`config.mk`:
```
export PLATFORM = sky130hd
export DESIGN_NAME = ipv4_lpm_ctrl
export DESIGN_NICKNAME = d
export VERILOG_FILES = /design/src/rtl/core/ipv4_lpm_pkg.sv /design/src/rtl/core/ipv4_lpm_ctrl.sv
export SDC_FILE = /design/constraint.sdc
export NUM_CORES = 1
export LEC_CHECK = 0
export ABC_AREA = 1
export BUFFER_PORTS_ARGS = -buffer_cell sky130_fd_sc_hd__buf_2
export CORE_AREA = 2 2 39 41
export DETAILED_ROUTE_END_ITERATION = 12
export DIE_AREA = 0 0 41 43
export PLACE_DENSITY_LB_ADDON = 0.15
export RECOVER_POWER = 25
export SETUP_SLACK_MARGIN = 0.02
export SLEW_MARGIN = 40
export SYNTH_ARGS = -nofsm -noshare
export SYNTH_HDL_FRONTEND = slang
export SYNTH_SLANG_ARGS = --single-unit
```
`constraint.sdc`:
```
create_clock -name aclk -period 1.35 [get_ports aclk]
set_input_delay 0.0675 -clock aclk [delete_from_list [all_inputs] [get_ports aclk]]
set_output_delay 0.0675 -clock aclk [all_outputs]
set_load 0.01 [all_outputs]
```
`src/rtl/core/ipv4_lpm_pkg.sv`:
```
// Shared types, operation codes and helpers for the IPv4 longest-prefix-match table.
package ipv4_lpm_pkg;

    localparam logic [1:0] FN_QUERY  = 2'd0;
    localparam logic [1:0] FN_INSERT = 2'd1;
    localparam logic [1:0] FN_DELETE = 2'd2;

    localparam logic [31:0] ALL_ONES = 32'hFFFF_FFFF;
    localparam logic [5:0]  MAX_LEN  = 6'd32;

    typedef enum logic [2:0] {
        ST_CLEAR,
        ST_IDLE,
        ST_SCAN,
        ST_DRAIN,
        ST_COMMIT
    } ctrl_state_t;

    // Controller to datapath
    typedef struct packed {
        logic clear_wr;
        logic capture;
        logic scan_issue;
        logic commit;
    } cmd_t;

    // Datapath to controller
    typedef struct packed {
        logic cnt_last;
    } sts_t;

    typedef struct packed {
        logic        valid;
        logic [31:0] prefix;
        logic [5:0]  length;
        logic [7:0]  port;
        logic [31:0] next_hop;
    } slot_t;

    // Network mask with the top len bits set; len is 0..32
    function automatic logic [31:0] len_mask(input logic [5:0] len);
        logic [31:0] m;
        if (len == 6'd0) begin
            m = '0;
        end else if (len >= MAX_LEN) begin
            m = ALL_ONES;
        end else begin
            m = ~(ALL_ONES >> len);
        end
        return m;
    endfunction

endpackage

```
`src/rtl/core/ipv4_lpm_ctrl.sv`:
```
// Controller state machine: clearing pass, request capture, table scan and result hand-off.
module ipv4_lpm_ctrl (
    input  logic                aclk,
    input  logic                aresetn,
    input  logic                s_valid,
    output logic                s_ready,
    output logic                m_valid,
    input  logic                m_ready,
    input  ipv4_lpm_pkg::sts_t  sts,
    output ipv4_lpm_pkg::cmd_t  cmd
);
    import ipv4_lpm_pkg::*;

    ctrl_state_t state_reg, state_next;
    logic        m_valid_reg, m_valid_next;
    logic        out_free;

    assign out_free = !m_valid_reg || m_ready;

    always_ff @(posedge aclk) begin
        if (!aresetn) begin
            state_reg   <= ST_CLEAR;
            m_valid_reg <= 1'b0;
        end else begin
            state_reg   <= state_next;
            m_valid_reg <= m_valid_next;
        end
    end

    always_comb begin
        state_next = state_reg;
        case (state_reg)
            ST_CLEAR: begin
                if (sts.cnt_last) state_next = ST_IDLE;
            end
            ST_IDLE: begin
                if (s_valid) state_next = ST_SCAN;
            end
            ST_SCAN: begin
                if (sts.cnt_last) state_next = ST_DRAIN;
            end
            ST_DRAIN: begin
                state_next = ST_COMMIT;
            end
            ST_COMMIT: begin
                if (out_free) state_next = ST_IDLE;
            end
            default: begin
                state_next = ST_CLEAR;
            end
        endcase
    end

    always_comb begin
        cmd            = '0;
        s_ready        = 1'b0;
        case (state_reg)
            ST_CLEAR: begin
                cmd.clear_wr = 1'b1;
            end
            ST_IDLE: begin
                s_ready     = 1'b1;
                cmd.capture = s_valid;
            end
            ST_SCAN: begin
                cmd.scan_issue = 1'b1;
            end
            ST_COMMIT: begin
                cmd.commit = out_free;
            end
            default: begin
                cmd = '0;
            end
        endcase
    end

    // Hold the result until taken; a commit refills the output register
    always_comb begin
        if (cmd.commit) begin
            m_valid_next = 1'b1;
        end else if (m_ready) begin
            m_valid_next = 1'b0;
        end else begin
            m_valid_next = m_valid_reg;
        end
    end

    assign m_valid = m_valid_reg;

endmodule

```
After elaboration in Yosys (flattened, before gate mapping)
Index checks and enable logic that the tools add are counted.
{"block": "totals", "word_cells": 27, "regBits": 4, "input_bits": 5, "output_inout_bits": 6}
{"block": "op_classes", "mux": 12, "n_reduce_logical": 5, "n_eq_ne": 8}
{"operator": "$pmux 3 s5", "count": 1}
{"operator": "$mux 3", "count": 4}
{"operator": "$ne 2x2->1 const B", "count": 4}
{"operator": "$mux 1", "count": 7}
{"operator": "$eq 3x2->1 const B", "count": 2}
{"operator": "$reduce_and 4->1", "count": 1}
{"operator": "$eq 3x1->1 const B", "count": 1}
{"operator": "$eq 3x3->1 const B", "count": 1}
{"operator": "$logic_not 3->1", "count": 1}
{"operator": "$reduce_bool 2->1", "count": 1}
{"operator": "$logic_not 1->1", "count": 1}
{"operator": "$logic_or 1x1->1", "count": 1}

Longest topological paths before layout
Gate-level depths: netlist (run 1).
{"block": "depth", "depth_word": 4, "ltp_mapped": 7, "depth_no_buf": 7}

Least setup slack after synthesis (run 1)
OpenSTA, ideal clock, no wires.
{"block": "synth_path", "kind": "register to register", "startpoint": "reg m_valid_reg (netlist: m_valid)", "endpoint": "reg state_reg[1]", "path_buffers": 0, "synth_period_minus_slack_ns": 0.999, "setup_time_ns": 0.114, "required_ns": 1.236, "path_slack_ns": 0.351, "stages_incl_launch_ff": 8, "arrival_ns": 0.885, "path_cell_list": "dfxtp_1 > inv_1 > nor2_1 > nand3_1 > nand3_2 > nand2_1 > nand2_1 > nor2_2"}
{"block": "synth_between", "elab_chain_len": 4}
{"item": "from (decl)", "line": "ipv4_lpm_ctrl.sv:15", "source": "logic m_valid_reg, m_valid_next;"}
{"item": "from (signal assigned)", "line": "ipv4_lpm_ctrl.sv:26", "source": "m_valid_reg <= m_valid_next;"}
{"item": "$logic_not 1->1", "line": "ipv4_lpm_ctrl.sv:18", "source": "assign out_free = !m_valid_reg || m_ready;"}
{"item": "$logic_or 1x1->1", "line": "ipv4_lpm_ctrl.sv:18"}
{"item": "$ne 2x2->1 (no source line)"}
{"item": "$reduce_and 4->1 (no source line)"}
{"item": "to (signal assigned)", "line": "ipv4_lpm_ctrl.sv:25", "source": "state_reg <= state_next;"}
{"item": "to (decl)", "line": "ipv4_lpm_ctrl.sv:14", "source": "ctrl_state_t state_reg, state_next;"}
No other way between the ends.
A chain may end at the register's enable or synchronous reset.

==> results of run 1 <==
==> metrics by stage <==
stage / utilization (%) / worst slack [ns] / total power [W] / std cells / hold WS [ns]
6_report: 23.87 / 0.1386 / 0.0003915 / 68 / 0.08437
5_1_grt: 23.87 / 0.04913 / 0.0004224 / 68 / 0.1255
4_1_cts: 23.96 / 0.1153 / 0.0004043 / 68 / 0.08093
3_5_place_dp: 22.33 / 0.3170 / 0.0002524 / 65 / 0.3195
3_3_place_gp: 22.33 / 0.3103 / 0.0002540 / 65 / 0.3119
2_1_floorplan: - / 0.3510 / 0.0002185 / 40 / 0.2022
==> cells in the mapped netlist <==
library cell	count	share of area, %
nand3_1	1	2.0
a31oi_1	1	2.5
inv_1	8	12
inv_2	1	1.5
dfxtp_1	4	32
nor3_1	1	2.0
nor2_1	9	14
nand2_2	1	2.5
a21oi_1	2	4.1
nand3_2	2	8.1
nor2_2	2	5.1
nand2_1	7	11
buf_4	1	3.0
==> critical path, delay by kind of cell, from the launching register on <==
kind / cells / cell delay, ns
flip-flops: 1 / 0.40
AND/OR/NAND/NOR: 3 / 0.34
buffers and inverters: 2 / 0.18
==> report_power, final <==
part	internal, W	switching, W	total (W)
combinational	0.0000433	0.0000621	0.000105
sequential	0.000129	0.0000141	0.000143
clock	0.0000991	0.0000437	0.000143
==> worst paths after layout <==
path	from	endpoint	slack, ns	depth (start not counted)
max	state_reg[0]	cmd[2]	0.14	5
min	aresetn	state_reg[1]	0.08	3
max reg2reg	state_reg[0]	state_reg[1]	0.31	7
min reg2reg	state_reg[1]	state_reg[2]	0.54	2
==> per-layer routing <==
layer	vias to the layer above	track usage [%]	share of wire, %
li1	142	-	-
met1	108	6.752	46
met2	4	9.375	50
met3	0	1.571	3.3
met4	0	8.000	0
met5	-	0	0
==> layout make-up <==
class / count / area [um^2] / area share [%]
clock buffer: 3 / 22.52 / 6.818
inverter: 9 / 33.78 / 10.23
multi-input combinational: 26 / 125.1 / 37.88
sequential: 4 / 80.08 / 24.24
tap: 16 / 20.02 / 6.061
timing repair buffer: 10 / 48.80 / 14.77
==> cells by family (layout without fill, tap and decap cells) <==
logic type,after synthesis,after routing,synth area share [%]
simple gates,23,23,44.16
buf+inv,10,22,16.75
compound gates,3,3,6.601
flops,4,4,32.49
==> run summary, run 1 <==
Status: finished clean
Post-layout minimum cycle time: 1.211 ns
Leak: 0.1934 nW
Max reg flops: 3
Filler instances: 163
CTS Hold Buffers Added: 0
Ant diodes: 0
Max_slew headroom: 86.65%
Sequential share of the synthesized area: 32.49%
CP max FO: 5
Syn_area_per_cell: 6.162 um^2
Worst path max stage delay: 0.40 ns
Clock Skews: 0.001215 ns
DR pass1 iterations: 2
Max VDD drop: 0.3912 mV
Core area: 1384 um^2
First-pass GRT wire length: 738 um
CTS Sinks: 4
Initial antenna violation count: 0
Wire per inst: 7.162 um
IO Pins: 11
Pin count of the biggest net entering global routing: 7
Die height: 43 um
Clk root buf: clkbuf_4
Clock buffer depth: 2
Achievable Freq: 0.8255 GHz
Initial drt markers: 1
DP Wirelength: 412.1 um
CTS H-tree depth: 1
Reg clk slew, reported paths: 0.03 ns
Worst-Skew Late Latency: 0.23 ns
Synth cell types: 13
Hold Path Class: primary input to flop
Die Area: 1763 um^2
GR Util All Layers: 6.627%
Setup TNS: 0 ns
Synthesis-to-finish area growth: 34.01%
Power per cell area: 1185 nW/um^2
Required time at the worst-slack endpoint: 1.28 ns
Fin crit share: 89.73%
# nets final: 59
Unrepaired setup endpoints after global routing: false
Syn Nets: 45
Crit. End Element: output port
Max-slew violation count: 0
Final Hold Viols: 0
DRT antenna net count: 0
CTS tree: built
Drt via density: 3.735
CTS Buf Count: 3
Slowest-stage cell, CP: dfxtp_1
Number of setup violations in the final report: 0
Mapped Cells: 40
Drt drc: 0
Commonest non-fill, non-tap cells in the layout: nor2_1, buf_2, inv_1
Design area: 330.3 um^2
Global placement routability congestion: 0.6087
Data arrival, critical path: 1.14 ns
Least-Margin Pin Slew: 0.2000 ns
Post_cts resized: 0
GRT overflow: 0
IO Port Bufs: 10
Placed inst area: 309.0 um^2
Std-Cell Rows: 14
Crit Path Class: flop to output port
Post-synthesis register bit count: 4
Fraction of layout cells with a size suffix above 1: 34.62%
Cell area after synthesis: 246.5 um^2
Max-cap viol count: 0
Routed WL: 487 um
Chip width: 41 um
Number of global-route vias before repair: 222
Post-CTS setup buffer count: 0
Yosys warns: 0
Critical path launch point type: flop
CP Cell Sequence: inv_2 > nor2_2 > nand2_1 > nor2_1 > buf_2
Starting Density: 17.81%
DR vias: 254
(Power assumes the default switching activity.)
==> run 2: changes to the inputs <==
- clock period: 1.35 -> 1.2 ns (I/O delays scaled with it)
==> run 2 against run 1 <==
Effect of this change:
- via count grew 2.4%
- largest cell class unchanged
- clock skew fell by 0.00079 ns
- sequential power up 15%
==> run summary, run 2 (synthesized netlist as in run 1, its figures left out) <==
CTS tree: built (unchanged)
Chip width: 41 um (unchanged)
Routed WL: 501 um (was 487 um)
GRT overflow: 0 (unchanged)
Reg-to-reg endpoint: state_reg[1] (unchanged)
Clk root buf: clkbuf_4 (unchanged)
GRT busiest layer: met2 (unchanged)
Clock buffer depth: 2 (unchanged)
IO Pins: 11 (unchanged)
CP Cell Sequence: inv_2 > nor2_4 > nand2_2 > nor2_1 > buf_2 (was inv_2 > nor2_2 > nand2_1 > nor2_1 > buf_2)
CTS Hold Buffers Added: 0 (unchanged)
Max_slew headroom: 81.92% (was 86.65%)
Reg clk slew, reported paths: 0.03 ns (about the same)
Leak: 0.1946 nW (was 0.1934 nW)
Number of setup violations in the final report: 0 (unchanged)
First-pass GRT wire length: 765 um (was 738 um)
Hold Path Class: primary input to flop (unchanged)
Design area: 344.1 um^2 (was 330.3 um^2)
Global placement routability congestion: 0.6087 (unchanged)
Reg2reg start: state_reg[1] (was state_reg[0])
Required time at the worst-slack endpoint: 1.14 ns (was 1.28 ns)
Die height: 43 um (unchanged)
Initial antenna violation count: 0 (unchanged)
IO Port Bufs: 10 (unchanged)
Least-Margin Pin Slew: 0.2708 ns (was 0.2000 ns)
Post-CTS setup buffer count: 0 (unchanged)
Wire per inst: 7.368 um (was 7.162 um)
Grt met1 use: 6.752% (unchanged)
Std-Cell Rows: 14 (unchanged)
Commonest non-fill, non-tap cell in the layout: buf_2
Initial drt markers: 0 (was 1)
Crit path capture: cmd[2] (unchanged)
CP max FO: 5 (unchanged)
DRT antenna net count: 0 (unchanged)
Max reg flops: 3 (unchanged)
Worst path max stage delay: 0.37 ns (was 0.40 ns)
Pin count of the biggest net entering global routing: 7 (unchanged)
Post-layout minimum cycle time: 1.119 ns
Filler instances: 165 (was 163)
Final Hold Viols: 0 (unchanged)
Max-slew violation count: 0 (unchanged)
# nets final: 59 (unchanged)
Setup TNS: 0 ns (unchanged)
CTS Buf Count: 3 (unchanged)
Slowest-stage cell, CP: dfxtp_4 (was dfxtp_1)
Place WS: 0.1670 ns (was 0.3170 ns)
R2r setup slk: 0.17 ns (was 0.31 ns)
Placed inst area: 309.0 um^2 (unchanged)
Fin crit share: 93.28%
Fraction of layout cells with a size suffix above 1: 40.38% (was 34.62%)
Met2 Usage GRT: 10.00% (was 9.375%)
Starting Density: 17.81% (unchanged)
DR vias: 260 (was 254)
CTS H-tree depth: 1 (unchanged)
Worst-Skew Late Latency: 0.23 ns (about the same)
Max VDD drop: 0.4418 mV (was 0.3912 mV)
Unrepaired setup endpoints after global routing: true (was false)
Ant diodes: 0 (unchanged)
Critical path launch point type: flop (unchanged)
Data arrival, critical path: 1.06 ns (was 1.14 ns)
Power per cell area: 1307 nW/um^2 (was 1185 nW/um^2)
DR pass1 iterations: 1 (was 2)
Crit Path Class: flop to output port (unchanged)
Reg2Reg Depth: 5 (was 7)
Drt drc: 0 (unchanged)
Core area: 1384 um^2 (unchanged)
Number of global-route vias before repair: 233 (was 222)
CP startpoint: state_reg[0] (unchanged)
Drt via density: 3.824 (was 3.735)
Crit. End Element: output port (unchanged)
GR Util All Layers: 6.827% (was 6.627%)
Max-cap viol count: 0 (unchanged)
CTS Sinks: 4 (unchanged)
Synthesis-to-finish area growth: 39.59% (was 34.01%)
Commonest non-fill, non-tap cells in the layout: buf_2, inv_1, nor2_1 (was nor2_1, buf_2, inv_1)
Status: finished clean (unchanged)
Die Area: 1763 um^2 (unchanged)
Setup WS post-layout: 0.08059 ns (was 0.1386 ns)
DP Wirelength: 412.1 um (unchanged)
GR Util met3: 1.571% (unchanged)
Achievable Freq: 0.8933 GHz
Hold WS: 0.07740 ns (was 0.08437 ns)
Clock Skews: 0.0004218 ns (was 0.001215 ns)
## run 2: cell counts in the layout (fill, tap and decap cells not counted)
No cell type changed its count.
## run 2: worst max-delay path, delay by kind of cell (launching register included)
kind,cells,cell delay (ns)
flops,1,0.37
buf+inv,2,0.18
simple gates,3,0.28
## run 2: worst min-delay path by stage
| stage | start | endpoint | slack (ns) | cells after the start |
|---|---|---|---|---|
| CTS | aresetn | state_reg[1] | 0.07 | 3 |
| finish | aresetn | state_reg[1] | 0.08 | 3 |
| global route | aresetn | state_reg[1] | 0.12 | 3 |
| floorplan | aresetn | state_reg[1] | 0.19 | 2 |
| global placement | aresetn | state_reg[1] | 0.30 | 3 |
| detailed placement | aresetn | state_reg[1] | 0.31 | 3 |
## run 2: cell type report
type                    instances  area [um^2]  area share (%)
repair buffers                 10        48.80           14.18
flip-flops and latches          4        83.83           24.36
well taps                      16        20.02           5.818
clock buffers                   3        22.52           6.545
multi-input cells              26        135.1           39.27
inverters                       9        33.78           9.818
## run 2: metal layers
metal | wire [um] | up-vias
met1 | 230 | 114
met4 | 0 | 0
met5 | 0 | -
met2 | 254 | 4
met3 | 16 | 0
li1 | - | 142
## run 2: power by group
group | switching [W] | internal, W
logic | 0.0000733 | 0.0000529
registers | 0.0000181 | 0.000146
clock network | 0.0000476 | 0.000111
## run 2: timing repair
item / in CTS / in global routing
setup endpoints to repair: 1 / 2
gates resized for setup: 2 / 3
pin swaps: 1 / 0
## run 2: through the flow
step | total power, W | instances | utilization, %
6_report | 0.0004496 | 68 | 24.86
5_1_grt | 0.0004858 | 68 | 24.86
4_1_cts | 0.0004604 | 68 | 24.41
3_5_place_dp | 0.0002840 | 65 | 22.33
3_3_place_gp | 0.0002858 | 65 | 22.33
2_1_floorplan | 0.0002458 | 40 | -
==> run 3: changes to the inputs <==
- clock period: 1.2 -> 1 ns (I/O delays scaled with it)
==> run 3 against run 2 <==
Effect of this change:
- the run now ends with setup timing left
- sequential share of layout area shrank 4.4 points
- via count grew 12%
- clock-buffer cell count is the same
- sequential power grew 20%
- largest cell class unchanged
- highest routed layer is now met4
==> run summary, run 3 (synthesized netlist as in run 1, its figures left out) <==
Status: complete, but fails checks (was finished clean)
Violated checks: setup timing
Post-layout minimum cycle time: 1.052 ns
Hold Path End: state_reg[1] (unchanged)
Critical path launch point type: flop (unchanged)
Die Area: 1763 um^2 (unchanged)
GRT overflow: 0 (unchanged)
Max reg flops: 3 (unchanged)
Clock buffer depth: 2 (unchanged)
Die height: 43 um (unchanged)
DR vias: 291 (was 260)
Least-Margin Pin Slew: 0.1504 ns (was 0.2708 ns)
CTS tree: built (unchanged)
Fin cells: 78 (was 68)
Unrepaired setup endpoints after global routing: true (unchanged)
DRT antenna net count: 0 (unchanged)
CTS Buf Count: 3 (unchanged)
Logic pwr share: 37.6% (was 28.1%)
Filler instances: 170 (was 165)
Achievable Freq: 0.9504 GHz
Hold Crit Depth: 3 (unchanged)
Max VDD drop: 0.4842 mV (was 0.4418 mV)
Design area: 444.2 um^2 (was 344.1 um^2)
Synthesis-to-finish area growth: 80.20% (was 39.59%)
IO Pins: 11 (unchanged)
Ant diodes: 0 (unchanged)
Reg2reg start: state_reg[0] (was state_reg[1])
Crit Path Class: flop to output port (unchanged)
Leak: 0.2503 nW (was 0.1946 nW)
Commonest non-fill, non-tap cells in the layout: buf_2, inv_1, buf_4 (was buf_2, inv_1, nor2_1)
Final Hold Viols: 0 (unchanged)
Chip width: 41 um (unchanged)
Reg clk slew, reported paths: 0.04 ns (was 0.03 ns)
Hold_sp: aresetn (unchanged)
Reg-to-reg endpoint: state_reg[1] (unchanged)
CP max FO: 4 (was 5)
First-pass GRT wire length: 1062 um (was 765 um)
Drt via density: 3.731 (was 3.824)
Share of power burned in registers: 31.7% (was 36.6%)
Number of global-route vias before repair: 294 (was 233)
Place WS: -0.02470 ns (was 0.1670 ns)
CTS H-tree depth: 1 (unchanged)
Clk root buf: clkbuf_4 (unchanged)
R2r setup slk: -0.05 ns (was 0.17 ns)
Commonest non-fill, non-tap cell in the layout: buf_2 (unchanged)
Core area: 1384 um^2 (unchanged)
Switch Pwr: 0.0001849 W (was 0.0001390 W)
Data arrival, critical path: 1.00 ns (was 1.06 ns)
Placed inst area: 349.1 um^2 (was 309.0 um^2)
CTS Hold Buffers Added: 0 (unchanged)
Clock power share: 30.7% (was 35.4%)
Fraction of layout cells with a size suffix above 1: 59.68% (was 40.38%)
Number of setup violations in the final report: 7 (was 0)
# nets final: 69 (was 59)
Initial drt markers: 2 (was 0)
Max-cap viol count: 0 (unchanged)
Reg2Reg Depth: 8 (was 5)
Power per cell area: 1394 nW/um^2 (was 1307 nW/um^2)
CTS Sinks: 4 (unchanged)
Pin count of the biggest net entering global routing: 7 (unchanged)
Hold Path Class: primary input to flop (unchanged)
Global placement routability congestion: 0.5657 (was 0.6087)
Internal power: 0.0004342 W (was 0.0003106 W)
Worst-Skew Late Latency: 0.23 ns (about the same)
Setup WS post-layout: -0.05218 ns (was 0.08059 ns)
Starting Density: 17.81% (unchanged)
Max-slew violation count: 0 (unchanged)
Drt drc: 0 (unchanged)
Required time at the worst-slack endpoint: 0.95 ns (was 1.14 ns)
DP Wirelength: 450.7 um (was 412.1 um)
Placed cell count: 70 (was 65)
Crit. End Element: output port (unchanged)
DR pass1 iterations: 2 (was 1)
Initial antenna violation count: 0 (unchanged)
Setup TNS: -0.1876 ns (was 0 ns)
Std-Cell Rows: 14 (unchanged)
Fin crit share: 105.2%
IO Port Bufs: 10 (unchanged)
GR Util All Layers: 9.438% (was 6.827%)
Max_slew headroom: 89.93% (was 81.92%)
Routed WL: 582 um (was 501 um)
Sw frac: 29.87% (was 30.92%)
Clock Skews: 0.001438 ns (was 0.0004218 ns)
Wire per inst: 7.462 um (was 7.368 um)
## run 3: layout make-up
type                       count  area [um^2]  area share [%]
sequential                     4        88.84           20.00
tap                           16        20.02           4.507
timing repair buffer          20        131.4           29.58
multi-input combinational     26        147.6           33.24
clock buffer                   3        22.52           5.070
inverter                       9        33.78           7.606
## run 3: worst max-delay path by stage
stage                      start            to  slack, ns  cells past startpoint
floorplan                m_valid  state_reg[1]       0.02                      7
global placement    state_reg[0]  state_reg[1]      -0.03                      7
detailed placement  state_reg[0]  state_reg[1]      -0.02                      7
CTS                 state_reg[0]        cmd[2]      -0.08                      5
global route        state_reg[0]        cmd[2]      -0.12                      5
finish              state_reg[0]        cmd[2]      -0.05                      5
## run 3: power by group through the flow
stage          Clock [W]  Sequential [W]  Combinational (W)
2_1_floorplan          0        0.000192           0.000103
3_3_place_gp           0        0.000194           0.000174
3_5_place_dp           0        0.000193           0.000174
4_1_cts         0.000201        0.000196           0.000234
5_1_grt         0.000207        0.000199           0.000262
6_report        0.000190        0.000196           0.000233
## run 3: critical path: stages (launching register included)
cell     delay (ns)
dfxtp_4        0.37
inv_2          0.05
nor2_4         0.10
nand2_2        0.07
nor2_1         0.07
buf_2          0.13
## run 3: metal layers
layer	track usage, %	part of all wire (%)
met2	12.81	55
met5	0	0
met4	12.00	2.6
met1	10.29	36
met3	1.571	5.3
## run 3: through the flow
step	hold WS [ns]	total power, W	utilization (%)
after CTS	0.05972	0.0006312	31.83
after global placement	0.2910	0.0003686	25.23
after global routing	0.09226	0.0006676	32.10
after detailed placement	0.3009	0.0003667	25.23
final	0.06501	0.0006191	32.10
after floorplan	0.1847	0.0002953	-
## run 3: what timing repair did
item                                    in CTS  in global routing
cloned                                       0                  0
resized for setup                           11                  2
endpoints found under the setup margin       6                  8
pin swaps                                    2                  1
setup buffers                                5                  0
